`src/hdl/hfx_pkg.sv`:
```
// Shared types and constants for the header field extractor.
// Depends on nothing; hfx_extract and the top level refer to it by scoped names.
`default_nettype none

package hfx_pkg;

	// Header storage and field table sizing.
	localparam int HEADER_BYTES = 64;
	localparam int MAX_FIELDS   = 6;
	localparam int NUM_DESC     = 6;
	localparam int ADDR_W       = $clog2(HEADER_BYTES);
	localparam int CNT_W        = $clog2(HEADER_BYTES + 1);
	localparam int CMP_W        = (CNT_W > 7) ? CNT_W + 1 : 8;
	localparam int FIDX_W       = 3;
	localparam int CFG_IDX_W    = 3;
	localparam int CFG_DATA_W   = 22;

	// Register indexes on the configuration port.
	localparam logic [CFG_IDX_W-1:0] REG_NUM_FIELDS = 3'd0;
	localparam logic [CFG_IDX_W-1:0] REG_DESC_0     = 3'd1;

	// Field types held in a descriptor.
	typedef enum logic [1:0] {
		TYPE_U8    = 2'd0,
		TYPE_U16   = 2'd1,
		TYPE_U32   = 2'd2,
		TYPE_ARRAY = 2'd3
	} ftype_t;

	// Packed descriptor, bit 0 is the endian flag.
	typedef struct packed {
		ftype_t      ftype;
		logic [5:0]  bit_len;
		logic [4:0]  bit_off;
		logic [1:0]  len_m1;
		logic [5:0]  start;
		logic        big;
	} desc_t;

	typedef desc_t [NUM_DESC-1:0] desc_tbl_t;

	// One input item: a packet byte.
	typedef struct packed {
		logic [7:0] data_byte;
		logic       end_of_packet;
	} in_item_t;

	// One result item: an extracted field.
	typedef struct packed {
		logic [2:0]  field_index;
		logic [31:0] field_value;
		logic        is_offset;
		logic        status;
		logic        last_field;
	} out_item_t;

	// Packet close command from the byte capture side to the extractor.
	typedef struct packed {
		logic             go;
		logic [CNT_W-1:0] received;
		logic [FIDX_W-1:0] nfields;
	} cmd_t;

	// Extractor sequencer states.
	typedef enum logic [2:0] {
		S_IDLE,
		S_SETUP,
		S_FETCH,
		S_ACC,
		S_CALC
	} ext_state_t;

endpackage

`default_nettype wire

```
`src/hdl/hfx_ram.sv`:
```
// Generic simple dual-port RAM with one write port and a registered read port.
// Depends on nothing.
`default_nettype none

module hfx_ram #(
	parameter int WIDTH = 8,
	parameter int DEPTH = 64
) (
	input  wire logic                     clk,
	input  wire logic                     we,
	input  wire logic [$clog2(DEPTH)-1:0] waddr,
	input  wire logic [WIDTH-1:0]         wdata,
	input  wire logic [$clog2(DEPTH)-1:0] raddr,
	output logic      [WIDTH-1:0]         rdata
);

	logic [WIDTH-1:0] mem_q [DEPTH];
	logic [WIDTH-1:0] rdata_q;

	// Write port and registered read port.
	always_ff @(posedge clk) begin
		if (we) begin
			mem_q[waddr] <= wdata;
		end
		rdata_q <= mem_q[raddr];
	end

	assign rdata = rdata_q;

endmodule

`default_nettype wire

```
`src/hdl/hfx_extract.sv`:
```
// Field extraction sequencer: walks the descriptor table after a packet closes,
// reads header bytes from the store one at a time and holds each result item.
// Depends on hfx_pkg.
`default_nettype none

module hfx_extract (
	input  wire logic                          clk,
	input  wire logic                          arst_n,
	input  wire hfx_pkg::cmd_t                 cmd,
	input  wire hfx_pkg::desc_tbl_t            descs,
	output logic                               idle,
	output logic      [hfx_pkg::ADDR_W-1:0]    raddr,
	input  wire logic [7:0]                    rdata,
	output logic                               res_valid,
	input  wire logic                          res_ready,
	output hfx_pkg::out_item_t                 res_item
);

	hfx_pkg::ext_state_t state_q, state_d;
	logic [hfx_pkg::FIDX_W-1:0] fidx_q, fidx_d;
	logic [1:0]                 k_q, k_d;
	logic                       res_valid_q, res_valid_d;
	logic [hfx_pkg::FIDX_W-1:0] nfld_q;
	logic [hfx_pkg::CNT_W-1:0]  rcv_q;
	logic [31:0]                word_q, word_d;
	hfx_pkg::out_item_t         res_q, res_d;

	hfx_pkg::desc_t             d;
	logic [2:0]                 len;
	logic [hfx_pkg::CMP_W-1:0]  end_sum;
	logic [hfx_pkg::CMP_W-1:0]  rcv_ext;
	logic [hfx_pkg::CMP_W-1:0]  start_ext;
	logic                       is_arr;
	logic                       int_err;
	logic                       arr_err;
	logic [31:0]                shifted;
	logic [31:0]                mask;
	logic [31:0]                val;
	logic                       is_last;
	logic                       slot_free;
	logic                       load;
	logic [6:0]                 byte_addr;

	// Decode the current descriptor and check it against the received count.
	always_comb begin
		d         = descs[fidx_q];
		len       = {1'b0, d.len_m1} + 3'd1;
		start_ext = hfx_pkg::CMP_W'(d.start);
		end_sum   = start_ext + hfx_pkg::CMP_W'(len);
		rcv_ext   = hfx_pkg::CMP_W'(rcv_q);
		is_arr    = (d.ftype == hfx_pkg::TYPE_ARRAY);
		int_err   = (end_sum > rcv_ext);
		arr_err   = (start_ext > rcv_ext);
		is_last   = ((fidx_q + 3'd1) == nfld_q);
		byte_addr = {1'b0, d.start} + {5'd0, k_q};
	end

	// Shift, mask and truncate the assembled word.
	always_comb begin
		shifted = word_q >> d.bit_off;
		if (d.bit_len >= 6'd32) begin
			mask = 32'hFFFF_FFFF;
		end else begin
			mask = ~(32'hFFFF_FFFF << d.bit_len);
		end
		val = shifted & mask;
		case (d.ftype)
			hfx_pkg::TYPE_U8:  val = val & 32'h0000_00FF;
			hfx_pkg::TYPE_U16: val = val & 32'h0000_FFFF;
			default:           val = val;
		endcase
	end

	assign slot_free = !res_valid_q || res_ready;

	// Next state, byte assembly and result loading.
	always_comb begin
		state_d     = state_q;
		fidx_d      = fidx_q;
		k_d         = k_q;
		word_d      = word_q;
		res_d       = res_q;
		res_valid_d = res_valid_q && !res_ready;
		load        = 1'b0;
		raddr       = hfx_pkg::ADDR_W'(byte_addr);
		case (state_q)
			hfx_pkg::S_IDLE: begin
				fidx_d = '0;
				if (cmd.go && (cmd.nfields != '0)) begin
					state_d = hfx_pkg::S_SETUP;
				end
			end
			hfx_pkg::S_SETUP: begin
				k_d    = 2'd0;
				word_d = '0;
				if (is_arr || int_err) begin
					state_d = hfx_pkg::S_CALC;
				end else begin
					state_d = hfx_pkg::S_FETCH;
				end
			end
			hfx_pkg::S_FETCH: begin
				// The read address is issued here; data returns next cycle.
				state_d = hfx_pkg::S_ACC;
			end
			hfx_pkg::S_ACC: begin
				if (d.big) begin
					word_d = {word_q[23:0], rdata};
				end else begin
					word_d[8*k_q +: 8] = rdata;
				end
				k_d = k_q + 2'd1;
				if (k_q == d.len_m1) begin
					state_d = hfx_pkg::S_CALC;
				end else begin
					state_d = hfx_pkg::S_FETCH;
				end
			end
			hfx_pkg::S_CALC: begin
				if (slot_free) begin
					load                 = 1'b1;
					res_valid_d          = 1'b1;
					res_d.field_index    = fidx_q;
					res_d.is_offset      = is_arr;
					res_d.last_field     = is_last;
					if (is_arr) begin
						res_d.field_value = 32'(d.start);
						res_d.status      = arr_err;
					end else begin
						res_d.field_value = int_err ? 32'd0 : val;
						res_d.status      = int_err;
					end
					if (is_last) begin
						state_d = hfx_pkg::S_IDLE;
					end else begin
						fidx_d  = fidx_q + 3'd1;
						state_d = hfx_pkg::S_SETUP;
					end
				end
			end
			default: begin
				state_d = hfx_pkg::S_IDLE;
			end
		endcase
	end

	// Control state.
	always_ff @(posedge clk or negedge arst_n) begin
		if (!arst_n) begin
			state_q     <= hfx_pkg::S_IDLE;
			fidx_q      <= '0;
			k_q         <= '0;
			res_valid_q <= 1'b0;
		end else begin
			state_q     <= state_d;
			fidx_q      <= fidx_d;
			k_q         <= k_d;
			res_valid_q <= res_valid_d;
		end
	end

	// Payload registers: packet parameters, assembled word and result.
	always_ff @(posedge clk) begin
		if (state_q == hfx_pkg::S_IDLE && cmd.go) begin
			nfld_q <= cmd.nfields;
			rcv_q  <= cmd.received;
		end
		word_q <= word_d;
		res_q  <= res_d;
	end

	assign idle      = (state_q == hfx_pkg::S_IDLE);
	assign res_valid = res_valid_q;
	assign res_item  = res_q;

`ifndef SYNTHESIS
	// A byte is only accumulated in the cycle after its read was issued.
	a_acc_after_fetch: assert property (@(posedge clk) disable iff (!arst_n)
		state_q == hfx_pkg::S_ACC |-> $past(state_q) == hfx_pkg::S_FETCH)
		else $error("byte accumulated without a preceding read");

	// The field counter never walks past the active field count.
	a_fidx_range: assert property (@(posedge clk) disable iff (!arst_n)
		state_q != hfx_pkg::S_IDLE |-> fidx_q < nfld_q)
		else $error("field counter beyond active field count");

	// The final result of a packet returns the sequencer to idle.
	a_last_to_idle: assert property (@(posedge clk) disable iff (!arst_n)
		load && is_last |=> state_q == hfx_pkg::S_IDLE)
		else $error("sequencer busy after last field");

	// A result is never loaded over one that has not been taken.
	a_no_overwrite: assert property (@(posedge clk) disable iff (!arst_n)
		load |-> (!res_valid_q || res_ready))
		else $error("result register overwritten");

	// The byte counter stays within the descriptor's length.
	a_k_range: assert property (@(posedge clk) disable iff (!arst_n)
		state_q == hfx_pkg::S_ACC |-> k_q <= d.len_m1)
		else $error("byte counter beyond field length");
`endif

endmodule

`default_nettype wire

```
`src/hdl/table_driven_header_field_extractor.sv`:
```
// Header field extractor. Bytes are taken one per cycle while no fields are
// being extracted. After the end-of-packet byte, each field passes a setup state, a
// fetch and an accumulate state per header byte read from the store, and a load state
// that waits while the previous result is unaccepted; array and out-of-range fields
// skip the fetch and accumulate states. Bytes are refused until the last result is
// loaded. Reset clears the byte count, sequencer and config registers, not the store.
`default_nettype none

module table_driven_header_field_extractor (
	input  wire logic                              clk,
	input  wire logic                              arst_n,
	input  wire logic                              cfg_we,
	input  wire logic [hfx_pkg::CFG_IDX_W-1:0]     cfg_idx,
	input  wire logic [hfx_pkg::CFG_DATA_W-1:0]    cfg_data,
	input  wire logic                              byte_valid,
	output logic                                   byte_ready,
	input  wire hfx_pkg::in_item_t                 byte_item,
	output logic                                   res_valid,
	input  wire logic                              res_ready,
	output hfx_pkg::out_item_t                     res_item
);

	logic [2:0]                 num_fields_q;
	hfx_pkg::desc_tbl_t         descs_q;
	logic [hfx_pkg::CNT_W-1:0]  byte_count_q;
	logic [hfx_pkg::CNT_W-1:0]  count_inc;
	logic [hfx_pkg::CFG_IDX_W-1:0] desc_sel;
	logic                       accept;
	logic                       store_we;
	logic                       ext_idle;
	logic [hfx_pkg::ADDR_W-1:0] raddr;
	logic [7:0]                 rdata;
	hfx_pkg::cmd_t              cmd;

	// Configuration registers.
	assign desc_sel = cfg_idx - hfx_pkg::REG_DESC_0;

	always_ff @(posedge clk or negedge arst_n) begin
		if (!arst_n) begin
			num_fields_q <= '0;
			descs_q      <= '0;
		end else if (cfg_we) begin
			if (cfg_idx == hfx_pkg::REG_NUM_FIELDS) begin
				num_fields_q <= cfg_data[2:0];
			end else if (cfg_idx <= hfx_pkg::CFG_IDX_W'(hfx_pkg::NUM_DESC)) begin
				descs_q[desc_sel] <= hfx_pkg::desc_t'(cfg_data);
			end
		end
	end

	// Byte capture: store while room remains, close the packet on its last byte.
	assign byte_ready = ext_idle;
	assign accept     = byte_valid && byte_ready;
	assign store_we   = accept && (byte_count_q < hfx_pkg::CNT_W'(hfx_pkg::HEADER_BYTES));
	assign count_inc  = store_we ? byte_count_q + hfx_pkg::CNT_W'(1) : byte_count_q;

	always_ff @(posedge clk or negedge arst_n) begin
		if (!arst_n) begin
			byte_count_q <= '0;
		end else if (accept) begin
			if (byte_item.end_of_packet) begin
				byte_count_q <= '0;
			end else begin
				byte_count_q <= count_inc;
			end
		end
	end

	// Command to the extractor, with the field count clamped to the table size.
	always_comb begin
		cmd.go       = accept && byte_item.end_of_packet;
		cmd.received = count_inc;
		if (num_fields_q > hfx_pkg::FIDX_W'(hfx_pkg::MAX_FIELDS)) begin
			cmd.nfields = hfx_pkg::FIDX_W'(hfx_pkg::MAX_FIELDS);
		end else begin
			cmd.nfields = num_fields_q;
		end
	end

	hfx_ram #(
		.WIDTH (8),
		.DEPTH (hfx_pkg::HEADER_BYTES)
	) u_store (
		.clk   (clk),
		.we    (store_we),
		.waddr (byte_count_q[hfx_pkg::ADDR_W-1:0]),
		.wdata (byte_item.data_byte),
		.raddr (raddr),
		.rdata (rdata)
	);

	hfx_extract u_extract (
		.clk       (clk),
		.arst_n    (arst_n),
		.cmd       (cmd),
		.descs     (descs_q),
		.idle      (ext_idle),
		.raddr     (raddr),
		.rdata     (rdata),
		.res_valid (res_valid),
		.res_ready (res_ready),
		.res_item  (res_item)
	);

endmodule

`default_nettype wire
```
`config.mk`:
```
export PLATFORM = sky130hd
export DESIGN_NAME = table_driven_header_field_extractor
export DESIGN_NICKNAME = d
export VERILOG_FILES = /design/src/hdl/hfx_pkg.sv /design/src/hdl/hfx_ram.sv /design/src/hdl/hfx_extract.sv /design/src/hdl/table_driven_header_field_extractor.sv
export SDC_FILE = /design/constraint.sdc
export NUM_CORES = 1
export LEC_CHECK = 0
export BUFFER_PORTS_ARGS = -buffer_cell sky130_fd_sc_hd__buf_2
export CAP_MARGIN = 40
export CORE_MARGIN = 3
export CORE_UTILIZATION = 31
export CTS_CLUSTER_DIAMETER = 150
export CTS_CLUSTER_SIZE = 14
export DETAILED_ROUTE_END_ITERATION = 16
export PLACE_DENSITY = 0.53
export RECOVER_POWER = 100
export SYNTH_ARGS = -nofsm -noshare
export SYNTH_HDL_FRONTEND = slang
export SYNTH_SLANG_ARGS = --single-unit
```
`constraint.sdc`:
```
create_clock -name clk -period 12.2 [get_ports clk]
set_clock_uncertainty 0.1 [all_clocks]
set_input_delay 0 -clock clk [delete_from_list [all_inputs] [get_ports clk]]
set_output_delay 0 -clock clk [all_outputs]
set_load 0.01 [all_outputs]
```
==> impl_results.md, run 1 <==
- Vias in the first global route: 19.7k
- Largest net degree at the start of global routing: 131
- Highest clock rate: 120 MHz
- Die extent in x: 335 um
- TritonCTS buffer count: 59
- First-pass GRT wire length: 129000 um
- Slew HR: -2.14
- Max-cap violation count: 18
- Remaining Overflow, GRT: 0
- Synth Area in XOR/XNOR: 0.00519
- Initial Util: 0.315
- Post-synth top cells: 592 x edfxtp_1, 163 x nor2_1, 160 x mux4_2
- Area growth, synth to finish: 12.2%
- Crit Path Category: register to register
- Area share of the largest cell type after synthesis: 0.530
- Design area: 37600 um2
- Postcts setup bufs: 0
- Final slew viol count: 809
- Synth Register Bits: 751
- Post-synthesis cell count: 2103
- Synth Area in Compound Gates: 0.0604
- Rows: 119
- Clock Sinks: 751
- Iteration-0 DRC Markers: 1811
- Fin crit share: 0.682
- Critical Path RT: 12.53 ns
- Die height: 335 um
- Final Setup Violations: 0
- Critical Path Sink Type: register
- Violated checks: max-capacitance violations, max-slew violations
- Vias/cell: 5.27
- Post-Syn Area: 33500 um2
- H-Tree Depth: 2
- Largest area contributor in the synthesized netlist: edfxtp_1
- Utilization after layout: 0.354
- WL final: 85400 um
- Final TNS setup: 0 ns
- Final Hold Fails: 0
- Longest Clk Path Bufs: 3
- Hold Startpoint: cfg_data[16]
- CTS tree: built
- Dpl hpwl: 56500 um
- Reg2reg start: u_extract.fidx_q[0]
- Core area: 106000 um2
- Die Area: 112000 um2
- GRT Total Usage: 0.150
- CP max FO: 43
- Launch point of the worst path: u_extract.fidx_q[0]
- Clock latency on the worst-skew pair: 0.66 ns
- Mux cell area share after synthesis: 0.189
- Post-synth EDFFs: 592
- Share of cells above drive strength 1: 0.200
- Most common cell in the synthesized netlist: edfxtp_1
- Leak: 12.6 nW
- Library cells used by synthesis: 90
- Total power per unit cell area: 258 nW/um2
- Post-synth top flop: edfxtp_1
- Antenna-violating nets left: 0
- Root Driver: clkbuf_16
- Hold crit path type: primary input to register
- Synth top area cells: edfxtp_1 53%, dfrtp_1 11%, mux4_2 11%, mux2_2 5.0%, mux2i_1 3.0%
- Per-cell routed wire length: 23.2 um
- Synthesis Warnings: 0
- Fraction of registers with async set/reset: 0.201
- Post-synthesis adder-cell area fraction: 0.0113
- Nets@finish: 2308
- CP startpoint kind: register
- Drt first pass iters: 5
- Min cycle time layout: 8.32 ns
- Critical Path AT: 8.65 ns
- I/O Buffers: 78
- RSZ-0062 raised after global routing: false
- Synth Area in Simple Gates: 0.0625
- GPL Wtd Cong: 0.876
- Via count: 19.4k
- Syn nets: 2171
- Register area share after synthesis: 0.648
- Syn_area_per_cell: 15.9 um2
- Worst vdd rail ir drop: 0.291 mV
- Largest family of logic cells by synthesized area: multiplexers
- Clk pin slew, worst setup/hold paths: 0.07 ns
- I/O Pins: 79
- DP Area: 36000 um2
- Initial antenna violation count: 2
- Status: finished, violations left
- Tightest Pin Transition: 4.71 ns
- Post-route DRC: 0
sequential cells by signal, summed over array words and instances (netlist names):
register             cells
u_store.mem_q          512
descs_q                132
u_extract.res_item      38
u_extract.word_q        32
u_store.rdata            8
byte_count_q             7
u_extract.rcv_q          7
num_fields_q             3
u_extract.fidx_q         3
u_extract.nfld_q         3
u_extract.state_q        3
u_extract.k_q            2
u_extract.res_valid      1
worst paths after layout:
| check | depth (start not counted) | slack, ns | endpoint |
|---|---|---|---|
| worst max-delay path | 15 | 3.88 | u_extract.res_item[3] |
| min in group asynchronous | 4 | 1.91 | descs_q[7] |
| worst min register to register | 0 | 0.39 | u_extract.nfld_q[1] |
| max in group asynchronous | 4 | 6.98 | byte_count_q[2] |
| worst min-delay path | 3 | 0.09 | descs_q[126] |
| worst max register to register | 15 | 3.88 | u_extract.res_item[3] |
per-layer routing:
| layer | global-route usage | wire, um | vias up |
|---|---|---|---|
| met3 | 0.0194 | 4540 | 128 |
| met1 | 0.213 | 38200 | 10100 |
| met4 | 0.0381 | 1950 | 0 |
| met2 | 0.246 | 40700 | 600 |
| met5 | 0 | 0 | - |
| li1 | - | - | 8531 |
where the power goes:
group / switching, mW / total [mW] / internal (mW)
registers: 0.230 / 3.30 / 3.07
clock network: 0.904 / 1.82 / 0.916
logic: 2.54 / 4.57 / 2.03
through the flow:
step | setup slack (ns) | hold slack, ns | instances | power [mW]
4_1_cts | 6.58 | 0.0390 | 3673 | 9.82
5_1_grt | 3.21 | 0.0840 | 3676 | 10.2
6_report | 3.88 | 0.0940 | 3677 | 9.70
3_3_place_gp | 6.44 | 0.00741 | 3472 | 7.80
2_1_floorplan | 7.29 | -0.396 | 2103 | 6.60
3_5_place_dp | 6.62 | 0.0256 | 3525 | 7.96
timing repair:
item                      4_1_cts  5_1_grt
hold endpoints to repair      723        0
resized for setup               0        0
hold buffers                   43        0
worst max-delay path, cell delays in order (launching register included):
cell and delay, ns:
dfrtp_1 0.81, clkbuf_1 2.44, mux4_2 0.75, a22oi_1 0.81, inv_2 0.20, o221a_2 0.22
nor2b_1 0.15, xnor2_1 0.13, ha_1 0.30, o21ai_0 0.11, a21oi_1 0.06, o31ai_1 0.30
clkbuf_1 0.32, and2_0 0.64, o31ai_1 0.32, o22ai_1 0.38
final cells by class:
| class | instances | area [um2] |
|---|---|---|
| Inverter | 33 | 124 |
| Antenna cell | 2 | 5.00 |
| Multi-Input combinational cell | 1192 | 11000 |
| Tap cell | 1391 | 1740 |
| Sequential cell | 751 | 21700 |
| Clock inverter | 4 | 63.8 |
| Timing Repair Buffer | 203 | 1280 |
| Fill cell | 10200 | 68700 |
| Clock buffer | 101 | 1640 |
layout by cell type, fill, tap and decap left out, types with 11 or more instances in the layout:
master,instances
xnor2_1,12
buf_2,33
nand2b_1,13
o211ai_1,22
buf_4,15
a21oi_1,66
mux2_2,148
and3_1,14
a211oi_1,36
mux2i_1,99
o21ai_0,26
nand3_1,42
clkbuf_1,146
clkbuf_16,59
dfrtp_1,151
o22ai_1,19
nor2b_1,32
nor3_1,25
a22oi_1,14
nor2_1,163
dlygate4sd3_1,42
nand2_1,96
inv_1,32
mux4_2,160
edfxtp_1,592
a31oi_1,11
ha_1,26
kinds of logic (layout without fill, tap and decap cells):
logic type	count (synthesis)	in the layout
DFF	751	751
and+or+nand+nor	445	445
muxes	412	412
AOI/OAI and AO/OA	287	287
buffers and inverters	160	341
adders and majority gates	29	29
xor gates and xnor gates	19	19
other	0	2
(Power assumes the default switching activity.)
==> run 2, diff against run 1 <==
Settings changed: ABC_AREA set to 1, PLACE_DENSITY 0.53 to 0.55.
Clock period 12.2 ns to 7.6 ns, I/O delays scaled along.
==> run 2 against run 1 <==
Die area is 1.2% higher. Combinational power is 83% higher. The run still ends with max-capacitance violations, max-slew violations left. Critical path type unchanged. Largest power group unchanged. Flip-flop and latch count stayed put. Utilization is 0.52 points lower. Via count is 28% higher. Register-to-register slack worse by 2.6 ns. Global-route usage is 1.3 points higher. Non-clock buffer count is 28 lower. Maximum frequency is 31% higher.
==> impl_results.md, run 2 <==
- Fraction of registers with async set/reset: 0.201 (unchanged)
- Die Area: 113000 um2 (+1.2%)
- CTS tree: built
- Most frequent cells in the layout: 592 x edfxtp_1, 584 x nand2_1, 480 x o21ai_0
- Largest net degree at the start of global routing: 118 (-9.9%)
- First-pass GRT wire length: 144000 um (+12%)
- WL final: 94400 um (+10%)
- Antenna-violating nets left: 0 (unchanged)
- Longest Clk Path Bufs: 3 (unchanged)
- Post-synth EDFFs: 592 (unchanged)
- Synth Register Bits: 751 (unchanged)
- Top reg by flops: u_store.mem_q
- Min cycle time layout: 6.35 ns (-1.97 ns)
- Register area share after synthesis: 0.640 (-0.00781)
- Syn nets: 3434 (+58%)
- Most common cell after layout, fill and taps aside: edfxtp_1
- Remaining Overflow, GRT: 0 (unchanged)
- Postcts setup bufs: 0 (unchanged)
- Critical Path Sink Type: register
- Total power per unit cell area: 440 nW/um2 (+71%)
- Post-synthesis cell count: 3366 (+60%)
- Critical Path Stages: 16 (+1)
- Worst r2r path cells: 16 (+1)
- Crit path top cell by count: nand3_1
- Initial antenna violation count: 1 (-1)
- I/O Pins: 79 (unchanged)
- Die height: 337 um (+0.60%)
- Final Setup Violations: 0 (unchanged)
- Max reg flops: 512 (unchanged)
- Final slew viol count: 997 (+23%)
- Hold Worst Slack: 0.122 ns (+0.0276 ns)
- Iteration-0 DRC Markers: 2349 (+30%)
- CP startpoint kind: register
- Critical Path AT: 6.81 ns (-1.84 ns)
- Vias/cell: 5.10 (-3.2%)
- # resized after CTS: 0 (unchanged)
- ANT cells: 0 (-2)
- Root Driver: clkbuf_16
- Top Family by Delay on Critical Path: buffers and inverters
- Syn_area_per_cell: 10.1 um2 (-37%)
- Clock latency on the worst-skew pair: 0.69 ns (+0.03 ns)
- Slew HR: -1.36 (+0.783)
- Most common cell in the synthesized netlist: edfxtp_1
- Post-synth top flop: edfxtp_1
- Post-synth top cells: 592 x edfxtp_1, 585 x nand2_1, 476 x o21ai_0
- Library cells used by synthesis: 55 (-39%)
- Leak: 14.1 nW (+12%)
- Hold crit path type: primary input to register
- Largest area contributor in the synthesized netlist: edfxtp_1
- Share of cells above drive strength 1: 0.0508 (-0.149)
- Synthesis Warnings: 0 (unchanged)
- Bufs and invs on worst path: 5 (+2)
- Nets@finish: 3469 (+50%)
- Per-cell routed wire length: 19.5 um (-16%)
- Post-route DRC: 0 (unchanged)
- Status: finished, violations left
- Area share of the largest cell type after synthesis: 0.524 (-0.00640)
- WHS Path Cells: 4 (+1)
- Crit Path Category: register to register
- Worst vdd rail ir drop: 0.345 mV (+19%)
- Crit-path max cell delay: 1.00 ns (-1.44 ns)
- Design area: 37600 um2 (about the same)
- GRT Total Usage: 0.163 (+0.0126)
- RSZ-0062 raised after global routing: false
- Final TNS setup: 0 ns (unchanged)
- Fin crit share: 0.836 (+0.153)
- Slowest stage cell, crit path: fa_4
- Rows: 120 (+0.84%)
- Tightest Pin Transition: 3.53 ns (-1.17 ns)
- Vias in the first global route: 23.5k (+19%)
- Initial Util: 0.315 (-0.000574)
- Highest clock rate: 157 MHz (+31%)
- Via count: 24.7k (+28%)
- Max-cap violation count: 18 (unchanged)
- Violated checks: max-capacitance violations, max-slew violations
- Dpl hpwl: 57600 um (+1.9%)
- Synth top area cells: edfxtp_1 52%, dfrtp_1 11%, o21ai_0 7.0%, nand2_1 6.5%, nor2_1 5.0%
- Drt first pass iters: 5 (unchanged)
- TritonCTS buffer count: 59 (unchanged)
- Clock Sinks: 751 (unchanged)
- CP max FO: 67 (+56%)
- H-Tree Depth: 2 (unchanged)
- Clk pin slew, worst setup/hold paths: 0.07 ns (about the same)
- I/O Buffers: 78 (unchanged)
- Post-Syn Area: 33900 um2 (+1.2%)
- GPL Wtd Cong: 0.903 (+3.1%)
- Final Hold Fails: 0 (unchanged)
- Critical Path RT: 8.06 ns (-4.47 ns)
- Area growth, synth to finish: 10.7%
- Critical-path cell list: inv_6, or2_2, a32oi_1, inv_1, ha_1, fa_4, clkbuf_2, buf_4, o21ai_0, o22ai_1, inv_1, nand2_1, nand3_1, nand3_1, nand3_1, nand2_1
- Core area: 108000 um2 (+1.4%)
- Die extent in x: 337 um (+0.60%)
- DP Area: 35700 um2 (-0.68%)
## run 2: cell count changes in the layout (fill, tap and decap cells not counted), sizes merged, moves of 100 or more
cell / previous run / this run
inv: 35 / 227
o22ai: 21 / 179
nand3: 42 / 300
nor2: 166 / 457
o21ai: 35 / 508
mux2: 152 / 0
mux2i: 100 / 0
mux4: 160 / 0
nand2: 97 / 592
## run 2: worst reg2reg max path, delay by kind of cell (launching register included)
kind | cells | cell delay [ns]
AOI/OAI and AO/OA | 3 | 0.71
DFF | 1 | 0.90
buffers and inverters | 5 | 2.15
adders and majority gates | 2 | 1.23
and+or+nand+nor | 6 | 1.17
## run 2: metrics by stage
step | cells | utilization | worst slack [ns] | total power, mW
after global routing | 4847 | 0.348 | 0.769 | 17.8
after CTS | 4847 | 0.351 | 1.61 | 16.6
after detailed placement | 4700 | 0.331 | 1.65 | 13.6
final | 4847 | 0.348 | 1.25 | 16.5
after global placement | 4686 | 0.329 | 1.69 | 13.5
after floorplan | 3366 | - | 3.49 | 10.9
## run 2: cells by family (layout without fill, tap and decap cells)
group           count (synthesis)  after routing  share of synthesized area
flops                         751            751                      0.640
compound gates                761            761                      0.123
fa+ha+maj                      29             29                     0.0111
xor+xnor                       12             12                    0.00354
simple gates                 1382           1382                      0.169
buf+inv                       431            509                     0.0540
## run 2: where the power goes
part	total (mW)	internal, mW	switching [mW]
clock	2.94	1.46	1.48
sequential	5.24	4.95	0.287
combinational	8.36	2.44	5.92
## run 2: area by class of cell
class	count	area, um2
tap	1403	1760
multi-input combinational	2184	10400
clock buffer	100	1630
sequential	751	21700
fill	11000	70200
inverter	230	875
clock inverter	4	66.3
timing repair buffer	175	1160
## run 2: routing by layer
| metal | track usage | vias up | wire length [um] | share of wire |
|---|---|---|---|---|
| met5 | 0 | - | 13 | 0.00014 |
| met2 | 0.253 | 792 | 42600 | 0.45 |
| met3 | 0.0294 | 142 | 6310 | 0.067 |
| met1 | 0.233 | 12000 | 42900 | 0.45 |
| met4 | 0.0459 | 2 | 2530 | 0.027 |
| li1 | - | 11800 | - | - |
## run 2: path summary, 6_finish.rpt
kind | from | endpoint | slack (ns)
min in group asynchronous | arst_n | descs_q[55] | 0.84
max in group asynchronous | arst_n | descs_q[50] | 2.75
worst max register to register | u_extract.fidx_q[0] | u_store.rdata[2] | 1.25
worst max-delay path | u_extract.fidx_q[0] | u_store.rdata[2] | 1.25
worst min-delay path | cfg_data[6] | descs_q[116] | 0.12
worst min register to register | descs_q[96] | descs_q[96] | 0.38
## run 2: what timing repair did
item | 4_1_cts | 5_1_grt
hold endpoints to repair | 727 | 0
hold buffers | 43 | 0
endpoints found under the setup margin | 0 | 0
==> run 3, diff against run 2 <==
Settings changed: ABC_AREA 1 to 0, PLACE_DENSITY 0.55 to 0.53.
Clock period 7.6 ns to 6 ns, I/O delays scaled along.
==> run 3 against run 2 <==
The flow still finishes with violations (max-capacitance violations, max-slew violations). Critical path type unchanged. Critical endpoint is now u_store.rdata[3]. Highest routed layer is now met4. Design area is essentially flat. Utilization grew 0.50 points. Critical path depth shrank 2. Combinational power grew 11%. Sequential share of layout area is essentially flat. Die area shrank 1.2%.
==> impl_results.md, run 3 (same netlist as run 1, synthesis figures left out) <==
- Status: finished, violations left
- Violated checks: max-capacitance violations, max-slew violations
- Layout Cells excl Fill: 3664 (-24%)
- GRT Total Usage: 0.150 (-0.0131)
- Clock Sinks: 751 (unchanged)
- Final Hold Fails: 0 (unchanged)
- Most common cell after layout, fill and taps aside: edfxtp_1
- Max Used Layer: met4
- Reg power frac: 0.341 (+0.024)
- Final Setup Violations: 0 (unchanged)
- Antenna-violating nets left: 0 (unchanged)
- CP startpoint kind: register
- I/O Pins: 79 (unchanged)
- Area growth, synth to finish: 12.1%
- Clk pin slew, worst setup/hold paths: 0.07 ns (about the same)
- Worst vdd rail ir drop: 0.355 mV (+3.0%)
- Die Area: 112000 um2 (-1.2%)
- TritonCTS buffer count: 60 (+1.7%)
- WL final: 85000 um (-9.9%)
- Leak: 12.6 nW (-10%)
- Largest net degree at the start of global routing: 90 (-24%)
- CP max FO: 27 (-60%)
- Clock power share: 0.188 (+0.010)
- Min cycle time layout: 5.49 ns (-0.861 ns)
- CTS tree: built
- Max reg flops: 512 (unchanged)
- Total power per unit cell area: 524 nW/um2 (+19%)
- Wire length on met1: 38500 um (-10%)
- Highest clock rate: 182 MHz (+16%)
- Crit Path Category: register to register
- Initial antenna violation count: 3 (+2)
- Critical Path RT: 6.44 ns (-1.62 ns)
- Per-cell routed wire length: 23.2 um (+19%)
- Die height: 335 um (-0.59%)
- Sw frac: 0.380 (-0.0846)
- Rows: 119 (-0.83%)
- Final TNS setup: 0 ns (unchanged)
- Longest Clk Path Bufs: 3 (unchanged)
- Postcts setup bufs: 0 (unchanged)
- Iteration-0 DRC Markers: 1737 (-26%)
- WL met2: 40400 um (-5.2%)
- First-pass GRT wire length: 129000 um (-11%)
- Die extent in x: 335 um (-0.59%)
- I/O Buffers: 78 (unchanged)
- Root Driver: clkbuf_16
- Met3 routed WL: 4740 um (-25%)
- Vias in the first global route: 19.8k (-16%)
- Nets@finish: 2293 (-34%)
- Critical Path AT: 5.93 ns (-0.88 ns)
- Top reg by flops: u_store.mem_q
- Tightest Pin Transition: 4.12 ns (+0.585 ns)
- GPL Wtd Cong: 0.876 (-3.0%)
- Part of the power in combinational logic: 0.470 (-0.036)
- # resized after CTS: 0 (unchanged)
- Most frequent cells in the layout: 592 x edfxtp_1, 162 x nor2_1, 160 x mux4_2
- Critical Path Sink Type: register
- Vias/cell: 5.26 (+3.1%)
- Dpl hpwl: 55500 um (-3.6%)
- H-Tree Depth: 2 (unchanged)
- Final slew viol count: 865 (-13%)
- Power Internal: 12.2 mW (+38%)
- Hold crit path type: primary input to register
- Drt first pass iters: 5 (unchanged)
- RSZ-0062 raised after global routing: false
- Initial Util: 0.315 (+0.000574)
- Sw Pwr: 7.49 mW (-2.5%)
- Slew HR: -1.75 (-0.390)
- Post-route DRC: 0 (unchanged)
- Remaining Overflow, GRT: 0 (unchanged)
- Placed cell count: 3509 (-25%)
- Share of cells above drive strength 1: 0.207 (+0.156)
- Max-cap violation count: 18 (unchanged)
- Clock latency on the worst-skew pair: 0.65 ns (-0.04 ns)
- Fin crit share: 0.915 (+0.0793)
- Via count: 19.3k (-22%)
- Core area: 106000 um2 (-1.4%)
## run 3: path summary, 6_finish.rpt
path                       slack (ns)  cells past startpoint           startpoint               end
hold reg to reg                  0.40                      1          descs_q[81]       descs_q[81]
hold / removal                   0.10                      3         cfg_data[14]       descs_q[58]
min in group asynchronous        1.78                      4               arst_n       descs_q[81]
setup reg to reg                 0.51                     14  u_extract.fidx_q[2]  u_store.rdata[3]
setup / recovery                 0.51                     14  u_extract.fidx_q[2]  u_store.rdata[3]
max in group asynchronous        1.30                      4               arst_n        descs_q[5]
## run 3: cell type report
class / count / area [um2]
Fill cell: 10200 / 68700
Sequential cell: 751 / 21700
Multi-Input combinational cell: 1192 / 11000
Tap cell: 1391 / 1740
Clock buffer: 104 / 1670
Timing Repair Buffer: 187 / 1220
Inverter: 33 / 124
Clock inverter: 4 / 75.1
Antenna cell: 2 / 5.00
## run 3: what timing repair did
| action | CTS | global route |
|---|---|---|
| hold buffers | 45 | 0 |
| setup endpoints to repair | 0 | 0 |
| hold endpoints to repair | 740 | 0 |
## run 3: power groups by stage
stage / Combinational [mW] / Clock [mW] / Sequential (mW)
after floorplan: 6.84 / 0 / 6.58
after global placement: 9.23 / 0 / 6.79
after detailed placement: 9.37 / 0 / 6.82
after CTS: 9.43 / 3.82 / 6.71
after global routing: 10.0 / 4.02 / 6.79
final: 9.27 / 3.71 / 6.73
## run 3: stage by stage
stage               utilization  setup WS, ns  power, mW  hold WS [ns]  area, um2
floorplan                     -          1.09       13.4        -0.396      33500
global placement          0.333         0.683       16.0      -0.00188      35400
detailed placement        0.336         0.743       16.2        0.0232      35800
CTS                       0.357         0.662       20.0        0.0596      38000
global route              0.353         0.145       20.8        0.0913      37600
finish                    0.354         0.511       19.7         0.102      37600
## run 3: layer usage
metal  global-route usage  vias up
li1                     -     8509
met1                0.213    10100
met2                0.245      590
met3               0.0214      112
met4               0.0324        0
met5                    0        -
## run 3: worst max-delay path, cell delays in order, from the launching register on
cell,delay (ns)
dfrtp_1,0.32
clkbuf_1,0.66
inv_1,0.20
a21oi_1,0.48
inv_1,0.15
ha_4,0.19
fa_1,0.43
and3_1,0.20
a2111oi_4,0.30
buf_4,0.35
buf_2,0.65
mux4_2,0.45
mux4_2,0.54
o22ai_1,0.25
nor2_1,0.08
